File: src/hw/rtl/sfd_pkg.sv
`timescale 1ns / 1ps
// Shared types, codes and helper functions of the sync-marker deframer.
// Used by sfd_cfg, sfd_core and the top level; depends on nothing.
package sfd_pkg;

    localparam logic [31:0] SYNC_WORD_RESET = 32'h1ACF_FC1D;
    localparam logic [15:0] CRC_POLY        = 16'h1021;
    localparam logic [15:0] CRC_INIT        = 16'hFFFF;

    // Event codes on the result
    localparam logic [2:0] EV_NONE      = 3'd0;
    localparam logic [2:0] EV_GOOD      = 3'd1;
    localparam logic [2:0] EV_CRC_ERR   = 3'd2;
    localparam logic [2:0] EV_BAD_TYPE  = 3'd3;
    localparam logic [2:0] EV_WRONG_TGT = 3'd4;

    // Register indexes on the configuration port
    localparam logic REG_SYNC_WORD = 1'b0;
    localparam logic REG_TARGET_ID = 1'b1;

    // Frame offsets of interest
    localparam logic [9:0] OFF_TYPE   = 10'd10;
    localparam logic [9:0] OFF_TARGET = 10'd11;
    localparam logic [9:0] OFF_LOCK   = 10'd4;

    typedef enum logic [2:0] {
        MODE_SEARCH = 3'b001,
        MODE_READ   = 3'b010,
        MODE_SKIP   = 3'b100
    } mode_t;

    typedef struct packed {
        logic [31:0] sync_word;
        logic [7:0]  dest_id;
    } cfg_t;

    typedef struct packed {
        logic [7:0] data_byte;
        logic       in_frame;
        logic [9:0] frame_offset;
        logic [2:0] event_res;
        logic [7:0] frame_type;
        logic [9:0] frame_length;
        logic       frame_end;
    } res_t;

    // One byte of CRC-16/CCITT-FALSE, MSB first
    function automatic logic [15:0] crc_byte(input logic [15:0] crc, input logic [7:0] b);
        logic [15:0] c;
        c = crc ^ {b, 8'h00};
        for (int i = 0; i < 8; i++) begin
            c = c[15] ? ({c[14:0], 1'b0} ^ CRC_POLY) : {c[14:0], 1'b0};
        end
        return c;
    endfunction

    // Total frame length by packet type, zero for an unknown type
    function automatic logic [9:0] type_length(input logic [7:0] t);
        logic [9:0] len;
        case (t)
            8'h10:                       len = 10'd120;
            8'hFB:                       len = 10'd574;
            8'hC0:                       len = 10'd22;
            8'hA0, 8'h81, 8'h85, 8'h87,
            8'hD0:                       len = 10'd14;
            8'hE0:                       len = 10'd120;
            8'hEC:                       len = 10'd16;
            default:                     len = 10'd0;
        endcase
        return len;
    endfunction

    // Sync byte k, byte 0 in the top bits of the word
    function automatic logic [7:0] sync_byte(input logic [31:0] w, input logic [1:0] k);
        logic [7:0] sb;
        case (k)
            2'd0:    sb = w[31:24];
            2'd1:    sb = w[23:16];
            2'd2:    sb = w[15:8];
            default: sb = w[7:0];
        endcase
        return sb;
    endfunction

endpackage

File: src/hw/rtl/sfd_cfg.sv
`timescale 1ns / 1ps
// Configuration registers of the deframer behind a small APB-style port.
// Depends on sfd_pkg.
module sfd_cfg
    import sfd_pkg::*;
(
    input  logic        aclk,
    input  logic        aresetn,
    input  logic        psel,
    input  logic        penable,
    input  logic        pwrite,
    input  logic [2:0]  paddr,
    input  logic [31:0] pwdata,
    output logic [31:0] prdata,
    output cfg_t        cfg
);

    logic [31:0] sync_word_reg;
    logic [7:0]  dest_id_reg;
    logic        wr_en;
    logic        reg_sel;

    assign wr_en   = psel & penable & pwrite;
    assign reg_sel = paddr[2];

    // Write on the access cycle
    always_ff @(posedge aclk) begin
        if (!aresetn) begin
            sync_word_reg <= SYNC_WORD_RESET;
            dest_id_reg   <= 8'd0;
        end else if (wr_en) begin
            unique case (reg_sel)
                REG_SYNC_WORD: sync_word_reg <= pwdata;
                REG_TARGET_ID: dest_id_reg   <= pwdata[7:0];
                default:       ;
            endcase
        end
    end

    // Read back
    always_comb begin
        unique case (reg_sel)
            REG_SYNC_WORD: prdata = sync_word_reg;
            REG_TARGET_ID: prdata = {24'd0, dest_id_reg};
            default:       prdata = 32'd0;
        endcase
    end

    assign cfg.sync_word = sync_word_reg;
    assign cfg.dest_id   = dest_id_reg;

endmodule

File: src/hw/rtl/sfd_core.sv
`timescale 1ns / 1ps
// Per-byte deframer step: sync hunt, type and target checks, CRC and frame state.
// Depends on sfd_pkg.
module sfd_core
    import sfd_pkg::*;
(
    input  logic       aclk,
    input  logic       aresetn,
    input  logic       step_en,
    input  logic [7:0] rx_byte,
    input  cfg_t       cfg,
    output res_t       res
);

    mode_t       mode_reg, mode_next;
    logic [1:0]  matched_reg, matched_next;
    logic [9:0]  pos_reg, pos_next;
    logic [9:0]  elen_reg, elen_next;
    logic [7:0]  held_reg, held_next;
    logic [15:0] crc_reg, crc_next;
    logic [15:0] rcrc_reg, rcrc_next;

    logic [15:0] crc_step;
    logic [7:0]  sync0;
    logic [7:0]  sync_k;

    assign crc_step = crc_byte(crc_reg, rx_byte);
    assign sync0    = sync_byte(cfg.sync_word, 2'd0);
    assign sync_k   = sync_byte(cfg.sync_word, matched_reg);

    // Work out the result and the next state for the byte at the input register
    always_comb begin
        logic [9:0]  tlen;
        logic [9:0]  elen_eff;
        logic [10:0] pos_p3;
        logic [10:0] pos_p1;
        logic        skip_now;
        logic        last;

        tlen      = 10'd0;
        elen_eff  = elen_reg;
        pos_p3    = {1'b0, pos_reg} + 11'd3;
        pos_p1    = {1'b0, pos_reg} + 11'd1;
        skip_now  = (mode_reg == MODE_SKIP);
        last      = 1'b0;

        mode_next    = mode_reg;
        matched_next = matched_reg;
        pos_next     = pos_reg;
        elen_next    = elen_reg;
        held_next    = held_reg;
        crc_next     = crc_reg;
        rcrc_next    = rcrc_reg;

        res.data_byte    = rx_byte;
        res.in_frame     = 1'b0;
        res.frame_offset = 10'd0;
        res.event_res    = EV_NONE;
        res.frame_type   = 8'd0;
        res.frame_length = 10'd0;
        res.frame_end    = 1'b0;

        unique case (mode_reg)
            MODE_READ, MODE_SKIP: begin
                res.in_frame     = 1'b1;
                res.frame_offset = pos_reg;
                if (pos_reg == OFF_TYPE) begin
                    held_next = rx_byte;
                end
                if (mode_reg == MODE_READ) begin
                    if (pos_reg < 10'd12 || (elen_reg >= 10'd3 && pos_p3 <= {1'b0, elen_reg}))
                    begin
                        crc_next = crc_step;
                    end
                    rcrc_next = {rcrc_reg[7:0], rx_byte};
                end
                if (pos_reg >= OFF_TYPE) begin
                    res.frame_type = held_next;
                end
                // Type and target decided on byte 11
                if (mode_reg == MODE_READ && pos_reg == OFF_TARGET && elen_reg == 10'd0) begin
                    tlen = type_length(held_next);
                    if (tlen == 10'd0) begin
                        res.event_res = EV_BAD_TYPE;
                        res.frame_end = 1'b1;
                    end else begin
                        elen_eff = tlen;
                        if (rx_byte != cfg.dest_id) begin
                            res.event_res = EV_WRONG_TGT;
                            skip_now      = 1'b1;
                        end
                    end
                end
                if (res.event_res == EV_BAD_TYPE) begin
                    // Abort and recheck this byte as the first sync byte
                    mode_next    = MODE_SEARCH;
                    matched_next = (rx_byte == sync0) ? 2'd1 : 2'd0;
                    pos_next     = 10'd0;
                    elen_next    = 10'd0;
                end else begin
                    res.frame_length = elen_eff;
                    last = (elen_eff != 10'd0) && (pos_p1 >= {1'b0, elen_eff});
                    if (last) begin
                        res.frame_end = 1'b1;
                        if (!skip_now) begin
                            res.event_res = (rcrc_next == crc_next) ? EV_GOOD : EV_CRC_ERR;
                        end
                        mode_next    = MODE_SEARCH;
                        matched_next = 2'd0;
                        pos_next     = 10'd0;
                        elen_next    = 10'd0;
                    end else begin
                        mode_next = skip_now ? MODE_SKIP : MODE_READ;
                        pos_next  = pos_p1[9:0];
                        elen_next = elen_eff;
                    end
                end
            end
            default: begin
                // Hunt for the sync word
                mode_next = MODE_SEARCH;
                if (rx_byte == sync_k) begin
                    res.in_frame     = 1'b1;
                    res.frame_offset = {8'd0, matched_reg};
                    if (matched_reg == 2'd3) begin
                        mode_next    = MODE_READ;
                        matched_next = 2'd0;
                        pos_next     = OFF_LOCK;
                        elen_next    = 10'd0;
                        held_next    = 8'd0;
                        crc_next     = CRC_INIT;
                        rcrc_next    = 16'd0;
                    end else begin
                        matched_next = matched_reg + 2'd1;
                    end
                end else if (rx_byte == sync0) begin
                    res.in_frame = 1'b1;
                    matched_next = 2'd1;
                end else begin
                    matched_next = 2'd0;
                end
            end
        endcase
    end

    // Advance the frame state when the item moves on
    always_ff @(posedge aclk) begin
        if (!aresetn) begin
            mode_reg    <= MODE_SEARCH;
            matched_reg <= 2'd0;
            pos_reg     <= 10'd0;
            elen_reg    <= 10'd0;
            held_reg    <= 8'd0;
            crc_reg     <= CRC_INIT;
            rcrc_reg    <= 16'd0;
        end else if (step_en) begin
            mode_reg    <= mode_next;
            matched_reg <= matched_next;
            pos_reg     <= pos_next;
            elen_reg    <= elen_next;
            held_reg    <= held_next;
            crc_reg     <= crc_next;
            rcrc_reg    <= rcrc_next;
        end
    end

    a_search_clear: assert property (@(posedge aclk) disable iff (!aresetn)
        mode_reg == MODE_SEARCH |-> pos_reg == 10'd0 && elen_reg == 10'd0)
        else $error("search mode with frame position or length set");

    a_skip_len: assert property (@(posedge aclk) disable iff (!aresetn)
        mode_reg == MODE_SKIP |-> elen_reg != 10'd0 && pos_reg < elen_reg)
        else $error("skipping without a known frame length");

    a_lock_start: assert property (@(posedge aclk) disable iff (!aresetn)
        step_en && mode_reg == MODE_SEARCH && mode_next == MODE_READ
        |=> pos_reg == OFF_LOCK && crc_reg == CRC_INIT)
        else $error("frame lock did not restart position and CRC");

endmodule

File: src/hw/rtl/sync_frame_deframer_crc16_top.sv
`timescale 1ns / 1ps
// Top level of the sync-marker deframer with CRC-16 check.
// Depends on sfd_pkg, sfd_cfg and sfd_core.
//
// Usage:
//   s_tdata carries one received link byte per item. Each accepted item gives
//   exactly one result on the m_ channel: the byte echoed with its frame
//   offset, packet type, frame length and event code. m_tlast is high on the
//   byte that ends a frame attempt (good, CRC mismatch, unknown type, or the
//   last byte of a skipped wrong-target frame). The sync word (address 0) and
//   the destination ID (address 4) must be written over APB only while the
//   block is idle (not enforced by the block); reads return the stored values.
// Timing:
//   An item is held in the input register, where the frame step is worked
//   out, and is then loaded into the result register, which drives m_tvalid.
//   One item per cycle is sustained while m_tready is high; the limit is the
//   combinational CRC byte step plus the length lookup.
// Reset and stall:
//   aresetn (synchronous, active low) empties both registers, restores the
//   register defaults and returns the block to sync search. While m_tready is
//   low the result holds, the input register keeps one more item, and
//   s_tready then falls until the result is taken.
module sync_frame_deframer_crc16_top
    import sfd_pkg::*;
(
    input  logic        aclk,
    input  logic        aresetn,
    // input channel
    input  logic        s_tvalid,
    output logic        s_tready,
    input  logic [7:0]  s_tdata,   // [7:0] rx_byte
    // result channel
    output logic        m_tvalid,
    input  logic        m_tready,
    output logic [39:0] m_tdata,   // [7:0] data_byte, [17:8] frame_offset,
                                   // [25:18] frame_type, [35:26] frame_length, zero pad
    output logic [3:0]  m_tuser,   // [0] in_frame, [3:1] event_res
    output logic        m_tlast,   // frame_end
    // configuration port
    input  logic        psel,
    input  logic        penable,
    input  logic        pwrite,
    input  logic [2:0]  paddr,
    input  logic [31:0] pwdata,
    output logic [31:0] prdata,
    output logic        pready
);

    cfg_t       cfg;
    res_t       step_res;
    res_t       out_reg;
    logic       in_valid_reg;
    logic       out_valid_reg;
    logic [7:0] in_byte_reg;
    logic       s_accept;
    logic       move;

    assign pready = 1'b1;

    sfd_cfg u_cfg (
        .aclk    (aclk),
        .aresetn (aresetn),
        .psel    (psel),
        .penable (penable),
        .pwrite  (pwrite),
        .paddr   (paddr),
        .pwdata  (pwdata),
        .prdata  (prdata),
        .cfg     (cfg)
    );

    sfd_core u_core (
        .aclk    (aclk),
        .aresetn (aresetn),
        .step_en (move),
        .rx_byte (in_byte_reg),
        .cfg     (cfg),
        .res     (step_res)
    );

    // Handshake: the item moves on when the result register is free or being taken
    assign move     = in_valid_reg & (~out_valid_reg | m_tready);
    assign s_tready = ~in_valid_reg | move;
    assign s_accept = s_tvalid & s_tready;

    // Input register
    always_ff @(posedge aclk) begin
        if (!aresetn) begin
            in_valid_reg <= 1'b0;
        end else begin
            in_valid_reg <= s_accept | (in_valid_reg & ~move);
        end
    end

    always_ff @(posedge aclk) begin
        if (s_accept) begin
            in_byte_reg <= s_tdata;
        end
    end

    // Result register
    always_ff @(posedge aclk) begin
        if (!aresetn) begin
            out_valid_reg <= 1'b0;
        end else begin
            out_valid_reg <= move | (out_valid_reg & ~m_tready);
        end
    end

    always_ff @(posedge aclk) begin
        if (move) begin
            out_reg <= step_res;
        end
    end

    assign m_tvalid = out_valid_reg;
    assign m_tdata  = {4'd0, out_reg.frame_length, out_reg.frame_type,
                       out_reg.frame_offset, out_reg.data_byte};
    assign m_tuser  = {out_reg.event_res, out_reg.in_frame};
    assign m_tlast  = out_reg.frame_end;

    a_end_in_frame: assert property (@(posedge aclk) disable iff (!aresetn)
        m_tvalid && m_tlast |-> out_reg.in_frame)
        else $error("frame end on a byte outside a frame");

    a_bad_type: assert property (@(posedge aclk) disable iff (!aresetn)
        m_tvalid && (out_reg.event_res == EV_BAD_TYPE || out_reg.event_res == EV_WRONG_TGT)
        |-> out_reg.frame_offset == OFF_TARGET)
        else $error("type or target event away from byte 11");

    a_crc_event_end: assert property (@(posedge aclk) disable iff (!aresetn)
        m_tvalid && (out_reg.event_res == EV_GOOD || out_reg.event_res == EV_CRC_ERR)
        |-> m_tlast && out_reg.frame_offset + 10'd1 == out_reg.frame_length)
        else $error("CRC verdict not on the last byte of the frame");

    a_offset_in_len: assert property (@(posedge aclk) disable iff (!aresetn)
        m_tvalid && out_reg.frame_length != 10'd0 |-> out_reg.frame_offset < out_reg.frame_length)
        else $error("frame offset beyond frame length");

endmodule

File: config.mk
export PLATFORM = sky130hd
export DESIGN_NAME = sync_frame_deframer_crc16_top
export DESIGN_NICKNAME = d
export VERILOG_FILES = /design/src/hw/rtl/sfd_pkg.sv /design/src/hw/rtl/sfd_cfg.sv /design/src/hw/rtl/sfd_core.sv /design/src/hw/rtl/sync_frame_deframer_crc16_top.sv
export SDC_FILE = /design/constraint.sdc
export NUM_CORES = 1
export LEC_CHECK = 0
export BUFFER_PORTS_ARGS = -buffer_cell sky130_fd_sc_hd__buf_2
export CELL_PAD_IN_SITES_DETAIL_PLACEMENT = 0
export CELL_PAD_IN_SITES_GLOBAL_PLACEMENT = 2
export CORE_ASPECT_RATIO = 0.8
export CORE_UTILIZATION = 36
export CTS_CLUSTER_DIAMETER = 150
export DETAILED_ROUTE_END_ITERATION = 10
export GPL_TIMING_DRIVEN = 0
export PLACE_DENSITY = 0.8
export SYNTH_ARGS = -nofsm -noshare
export SYNTH_HDL_FRONTEND = slang
export SYNTH_HIERARCHICAL = 1
export SYNTH_SLANG_ARGS = --single-unit
File: constraint.sdc
create_clock -name aclk -period 5.45 [get_ports aclk]
set_input_delay 0.8175 -clock aclk [delete_from_list [all_inputs] [get_ports aclk]]
set_output_delay 0.8175 -clock aclk [all_outputs]
set_load 0.02 [all_outputs]
==> results of run 1 <==
critical path: cells and delay by family, from the launching register on:
kind | cells | cell delay (ns)
flip-flops | 1 | 0.33
buffers and inverters | 3 | 0.99
XOR/XNOR | 1 | 0.13
AND/OR/NAND/NOR | 3 | 0.43
AO/OA/AOI/OAI | 6 | 2.31
adder cells (fa/ha/maj) | 2 | 0.52
placed cells by master, fill, tap and decap left out, types with 22 or more instances in the layout:
cell      count
buf_2       134
dfxtp_1     107
nand2_1      93
nor2_1       92
nor2b_1      75
mux2i_1      60
xnor2_1      51
edfxtp_1     49
clkbuf_1     42
inv_1        34
a21oi_1      33
xor2_1       33
ha_1         26
a22oi_1      23
o21ai_0      22
final timing paths:
path              slack (ns)  cells past startpoint                            startpoint                                   end
setup reg to reg        0.68                     15        u_core/pos_reg[1]$_SDFFE_PN0P_       u_core/crc_reg[12]$_SDFFE_PN1P_
hold / removal          0.47                      2  u_cfg/sync_word_reg[21]$_SDFFE_PN0P_  u_cfg/sync_word_reg[21]$_SDFFE_PN0P_
setup / recovery        0.68                     15        u_core/pos_reg[1]$_SDFFE_PN0P_       u_core/crc_reg[12]$_SDFFE_PN1P_
hold reg to reg         0.47                      2  u_cfg/sync_word_reg[21]$_SDFFE_PN0P_  u_cfg/sync_word_reg[21]$_SDFFE_PN0P_
cells by family (layout without fill, tap and decap cells):
| kind of cell | after synthesis | count (layout) | synth area share [%] |
|---|---|---|---|
| flip-flops | 156 | 156 | 39.06 |
| AO/OA/AOI/OAI | 176 | 176 | 13.61 |
| adder cells (fa/ha/maj) | 26 | 26 | 3.517 |
| XOR/XNOR | 85 | 85 | 8.197 |
| multiplexers | 70 | 70 | 7.751 |
| AND/OR/NAND/NOR | 380 | 380 | 21.44 |
| buffers and inverters | 116 | 270 | 6.344 |
| other | 2 | 5 | 0.08119 |
cell usage after synthesis, drive strengths merged (15+ instances only):
cell type,count
nand3,17
xnor2,51
buf,40
nand2,93
inv,34
dfxtp,107
o21ai,28
a22oi,23
nor2b,77
nor2,93
clkbuf,42
a21oi,35
mux2i,60
o22ai,15
ha,26
edfxtp,49
xor2,33
power groups by stage:
stage	clock, mW	sequential, mW	combinational (mW)
2_1_floorplan	0	1.28	0.134
3_3_place_gp	0	1.27	0.236
3_5_place_dp	0	1.27	0.239
4_1_cts	1.16	1.24	0.239
5_1_grt	1.21	1.24	0.257
6_report	1.13	1.24	0.239
area by class of cell:
type | instances | area, um2
timing repair buffer | 122 | 625.6
fill | 2572 | 14400
multi-input combinational | 742 | 5069
clock inverter | 15 | 123.9
buffer | 82 | 459.2
tap | 324 | 405.4
clock buffer | 17 | 425.4
sequential | 156 | 3613
inverter | 34 | 127.6
routing by layer:
| metal | global-route usage (%) | wire (um) | vias to the layer above |
|---|---|---|---|
| li1 | - | - | 3836 |
| met1 | 33.40 | 14450 | 3729 |
| met2 | 31.17 | 11920 | 254 |
| met3 | 4.980 | 1824 | 21 |
| met4 | 5.339 | 273 | 0 |
| met5 | 0 | 0 | - |
==> flow_metrics.py, run 1 <==
metrics = {
    "cts": {
        "cts_buffer_depth": 2,
        "cts_tree": "yes",
        "cts.repair.resized": 0,
        "cts_root_buf": "clkbuf_16",
        "htreeDepth": 4,
        "clk_pin_slew_worst_paths_ns": 0.07,
        "cts_sinks": 156,
        "post_cts_buffers": 0,
        "postCtsHoldBufs": 0,
        "clock_latency_ns": 0.44,
        "cts_buffers": 17,
    },
    "sta": {
        "finalHoldViolations": 0,
        "hold_slack_ns": 0.4748,
        "rsz0062_at_grt": "no",
        "drv_slew": 0,
        "post-route-period-util_pct": 87.52,
        "finClkSkew_ns": 0.01125,
        "fmax_mhz": 209.6,
        "worstMarginPinSlew_ns": 1.068,
        "fin_setup_tns_ns": 0,
        "setup_viol": 0,
        "max-slew-margin-rel_pct": 28.45,
        "setup_ws_ns": 0.6801,
        "fin_crit_ns": 4.770,
    },
    "pwr": {
        "p_sw_uw": 675.2,
        "seq_power_share_pct": 47.5,
        "power.density_nw_per_um2": 241.0,
        "power_frac_clock_pct": 43.3,
        "p_sw_share_pct": 25.83,
        "p_leak_nw": 4.183,
        "ir_drop_mv": 0.2145,
        "p_int_mw": 1.939,
        "power_mw": 2.614,
        "combinationalPowerShare_pct": 9.2,
    },
    "die": {
        "placementRows": 52,
        "die_y_um": 145.4,
        "ioPinCount": 130,
        "initial_core_util_pct": 36.64,
        "die-area_um2": 26340,
        "die_x_um": 181.2,
        "core_area_um2": 25240,
    },
    "final_layout": {
        "fin_cells": 1492,
        "final_util_pct": 42.98,
        "antennaDiodeCount": 0,
        "drive_gt1_share_pct": 18.58,
        "stdcell_area_um2": 10850,
        "nets": 1231,
        "largest_reg_flops": 36,
        "area.growth.synth_to_final_pct": 17.29,
    },
    "setup_path": {
        "worstPathArrival_ns": 5.14,
        "cp_data_required_time_ns": 5.82,
        "end_kind": "flop",
        "critPathMaxStageDelay_ns": 0.89,
        "start_kind": "flop",
        "cp_max_fo": 10,
        "slowest_stage": "a31oi_1",
        "critical_path_class": "reg -> reg",
        "worstPathCellList": "clkbuf_1 -> inv_1 -> ha_1 -> and2b_1 -> nand2_1 -> xnor2_1 -> ha_1 -> a2111oi_0 -> o21ai_0 -> o211ai_1 -> a31oi_4 -> a31oi_1 -> clkbuf_1 -> o22ai_1 -> nand2_1",
    },
    "synth": {
        "avgSynthCellArea_um2": 9.149,
        "ys_warn_count": 6,
        "synth_area_leaders": "dfxtp_1 23%, edfxtp_1 16%, mux2i_1 6.5%, nor2b_1 5.1%, xnor2_1 4.8%",
        "synth_flop_cell": "dfxtp_1",
        "synth-edff-count": 49,
        "ys_ff_latch": 156,
        "ys_async_sr_fraction_pct": 0,
        "netlist.area_leader.share_pct": 23.16,
        "netlist_instances": 1011,
        "synth_top_area_cell": "dfxtp_1",
        "yosysUniqueCellTypes": 79,
        "yosysSeqAreaShare_pct": 39.06,
        "synthesis.area_um2": 9250,
    },
    "placement": {
        "placed_cells": 1460,
        "place_area_um2": 10300,
        "dp_slack_ns": 0.7134,
        "port-buffer-count": 121,
        "gp_congestion": 0.8562,
        "hpwl_mm": 21.56,
    },
    "drt": {
        "vias": 7840,
        "drc": 0,
        "routed_wl_mm": 28.46,
        "ant_nets": 0,
        "firstDrtPassIters": 6,
        "wl_per_cell_um": 19.08,
        "drtIter0Drc": 589,
        "vias_per_cell": 5.255,
    },
    "flow_run": {
        "cap_violations": 0,
    },
    "outcome": {
        "status": "finished, final reports clean",
    },
    "global_routing": {
        "grt_pass1_wl_mm": 44.24,
        "antenna_found_initial": 1,
        "overflow": 0,
        "grt_use_total_pct": 22.02,
        "grt_max_degree": 33,
        "grt_pass1_vias": 7467,
    },
    "worst_hold_path": {
        "hold_class": "reg -> reg",
    },
}
No activity file was read; power rests on OpenSTA's default activity.
==> run 2: changes to the inputs <==
Settings changed: CELL_PAD_IN_SITES_DETAIL_PLACEMENT 0 to 1, CELL_PAD_IN_SITES_GLOBAL_PLACEMENT 2 to 1, CORE_UTILIZATION 36 to 44, PLACE_DENSITY 0.8 to 0.79.
==> flow_metrics.py, run 2 (synthesis results as in run 1) <==
metrics = {
    "outcome": {
        "status": "finished, final reports clean",
    },
    "final_layout": {
        "antennaDiodeCount": 0,
        "nets": 1231,
        "final_common_cell": "buf_2",
        "area.growth.synth_to_final_pct": 16.89,
        "most-common-layout-cells": "134 x buf_2, 107 x dfxtp_1, 93 x nand2_1",
        "drive_gt1_share_pct": 18.66,
        "largest_reg_flops": 36,
    },
    "global_routing": {
        "grt_max_degree": 35,
        "grtUsageMet3_pct": 6.061,
        "busiest_layer": "met2",
        "antenna_found_initial": 0,
        "overflow": 0,
        "met2_usage_pct": 44.23,
        "grt_pass1_wl_mm": 47.52,
        "grt_pass1_vias": 8462,
        "use_met1_pct": 40.89,
        "grt_use_total_pct": 28.83,
    },
    "setup_path": {
        "end_kind": "flop",
        "cp.buffers_inverters": 2,
        "start_kind": "flop",
        "startpoint": "u_core/pos_reg[1]$_SDFFE_PN0P_",
        "worstPathCellList": "clkbuf_1 -> inv_1 -> ha_1 -> and2b_1 -> nand2_1 -> xnor2_1 -> ha_1 -> a2111oi_0 -> o21ai_0 -> o211ai_1 -> a31oi_4 -> or3_1 -> a21oi_1 -> nand4_1 -> or4_1 -> o21ai_1",
        "cp_data_required_time_ns": 5.71,
        "r2r_cells": 16,
        "cp_max_fo": 9,
        "slowest_stage": "or4_1",
        "ff2ff_setup_slack_ns": 0.62,
        "r2r-end": "m_tuser[1]$_DFFE_PP_",
        "path_delay_family": "compound AO/OA/AOI/OAI gates",
        "critPathMaxStageDelay_ns": 0.56,
        "critical_path_class": "reg -> reg",
        "cpMostUsedCell": "ha_1",
        "worstPathArrival_ns": 5.10,
        "reg2reg_from": "u_core/pos_reg[1]$_SDFFE_PN0P_",
    },
    "sta": {
        "post-route-period-util_pct": 88.67,
        "hold_slack_ns": 0.4976,
        "worstMarginPinSlew_ns": 0.9776,
        "max-slew-margin-rel_pct": 34.52,
        "drv_slew": 0,
        "fin_setup_tns_ns": 0,
        "fin_crit_ns": 4.832,
        "fmax_mhz": 206.9,
        "setup_viol": 0,
        "finalHoldViolations": 0,
        "rsz0062_at_grt": "no",
        "finClkSkew_ns": 0.01311,
    },
    "cts": {
        "cts_buffer_depth": 2,
        "cts_sinks": 156,
        "clk_pin_slew_worst_paths_ns": 0.07,
        "cts_buffers": 17,
        "postCtsHoldBufs": 0,
        "cts_root_buf": "clkbuf_16",
        "htreeDepth": 4,
        "clock_latency_ns": 0.43,
        "post_cts_buffers": 0,
        "cts_tree": "yes",
        "cts.repair.resized": 0,
    },
    "die": {
        "placementRows": 47,
        "initial_core_util_pct": 44.81,
        "die_y_um": 131.7,
        "die-area_um2": 21610,
        "ioPinCount": 130,
        "die_x_um": 164.1,
        "core_area_um2": 20640,
    },
    "pwr": {
        "p_int_mw": 1.953,
        "power_mw": 2.667,
        "p_leak_nw": 4.203,
        "seq_power_share_pct": 46.6,
        "p_sw_uw": 713.7,
        "combinationalPowerShare_pct": 9.0,
        "power.density_nw_per_um2": 246.7,
        "power_frac_clock_pct": 44.4,
        "ir_drop_mv": 0.1575,
        "p_sw_share_pct": 26.76,
    },
    "worst_hold_path": {
        "holdCritStartpoint": "u_cfg/sync_word_reg[20]$_SDFFE_PN0P_",
        "hold_depth": 2,
        "hold_path_end": "u_cfg/sync_word_reg[20]$_SDFFE_PN0P_",
        "hold_class": "reg -> reg",
    },
    "drt": {
        "vias": 8277,
        "ant_nets": 0,
        "wl_per_cell_um": 21.15,
        "drtIter0Drc": 667,
        "vias_per_cell": 5.760,
        "routed_wl_mm": 30.39,
        "drc": 0,
        "firstDrtPassIters": 5,
    },
    "flow_run": {
        "cap_violations": 0,
    },
    "placement": {
        "hpwl_mm": 22.97,
        "port-buffer-count": 121,
        "gp_congestion": 0.9135,
    },
}
run 2: per-stage QoR:
stage / cell area (um2) / setup WS [ns] / cells / utilization [%]
2_1_floorplan: 9261 / 1.168 / 1014 / -
3_3_place_gp: 10200 / -0.7549 / 1404 / 49.43
3_5_place_dp: 10230 / 0.7293 / 1405 / 49.57
4_1_cts: 10810 / 0.7011 / 1437 / 52.39
5_1_grt: 10810 / 0.3840 / 1437 / 52.39
6_report: 10810 / 0.6176 / 1437 / 52.39
run 2: power by group through the flow:
stage	clock [mW]	combinational, mW	sequential (mW)
6_report	1.18	0.241	1.24
4_1_cts	1.20	0.240	1.24
3_5_place_dp	0	0.238	1.27
3_3_place_gp	0	0.229	1.27
2_1_floorplan	0	0.134	1.28
5_1_grt	1.24	0.257	1.25
run 2: worst reg2reg max path, cell delays in order, from the launching register on:
cell       delay [ns]
dfxtp_1          0.34
clkbuf_1         0.42
inv_1            0.10
ha_1             0.23
and2b_1          0.26
nand2_1          0.08
xnor2_1          0.13
ha_1             0.29
a2111oi_0        0.42
o21ai_0          0.16
o211ai_1         0.41
a31oi_4          0.28
or3_1            0.46
a21oi_1          0.16
nand4_1          0.16
or4_1            0.56
o21ai_1          0.19
run 2: per-layer routing:
metal  share of wire, %  wire length (um)
met2                 46             13940
met5                  0                 0
met3                6.1              1843
met1                 46             14120
met4                1.6               488
run 2: worst max-delay path by stage:
stage                                            endpoint  depth (start not counted)  slack (ns)
after floorplan           u_core/crc_reg[10]$_SDFFE_PN1P_                          9        1.17
after global placement    u_core/crc_reg[12]$_SDFFE_PN1P_                         10       -0.75
after detailed placement             m_tuser[1]$_DFFE_PP_                         16        0.73
after CTS                            m_tuser[1]$_DFFE_PP_                         16        0.70
after global routing                 m_tuser[1]$_DFFE_PP_                         16        0.38
final                                m_tuser[1]$_DFFE_PP_                         16        0.62
run 2: layout make-up:
class	count	area (um2)
clock buffer	19	464.2
inverter	34	127.6
tap	269	336.6
clock inverter	13	117.6
buffer	82	459.2
multi-input combinational	742	5069
sequential	156	3613
fill	2445	9828
timing repair buffer	122	625.6
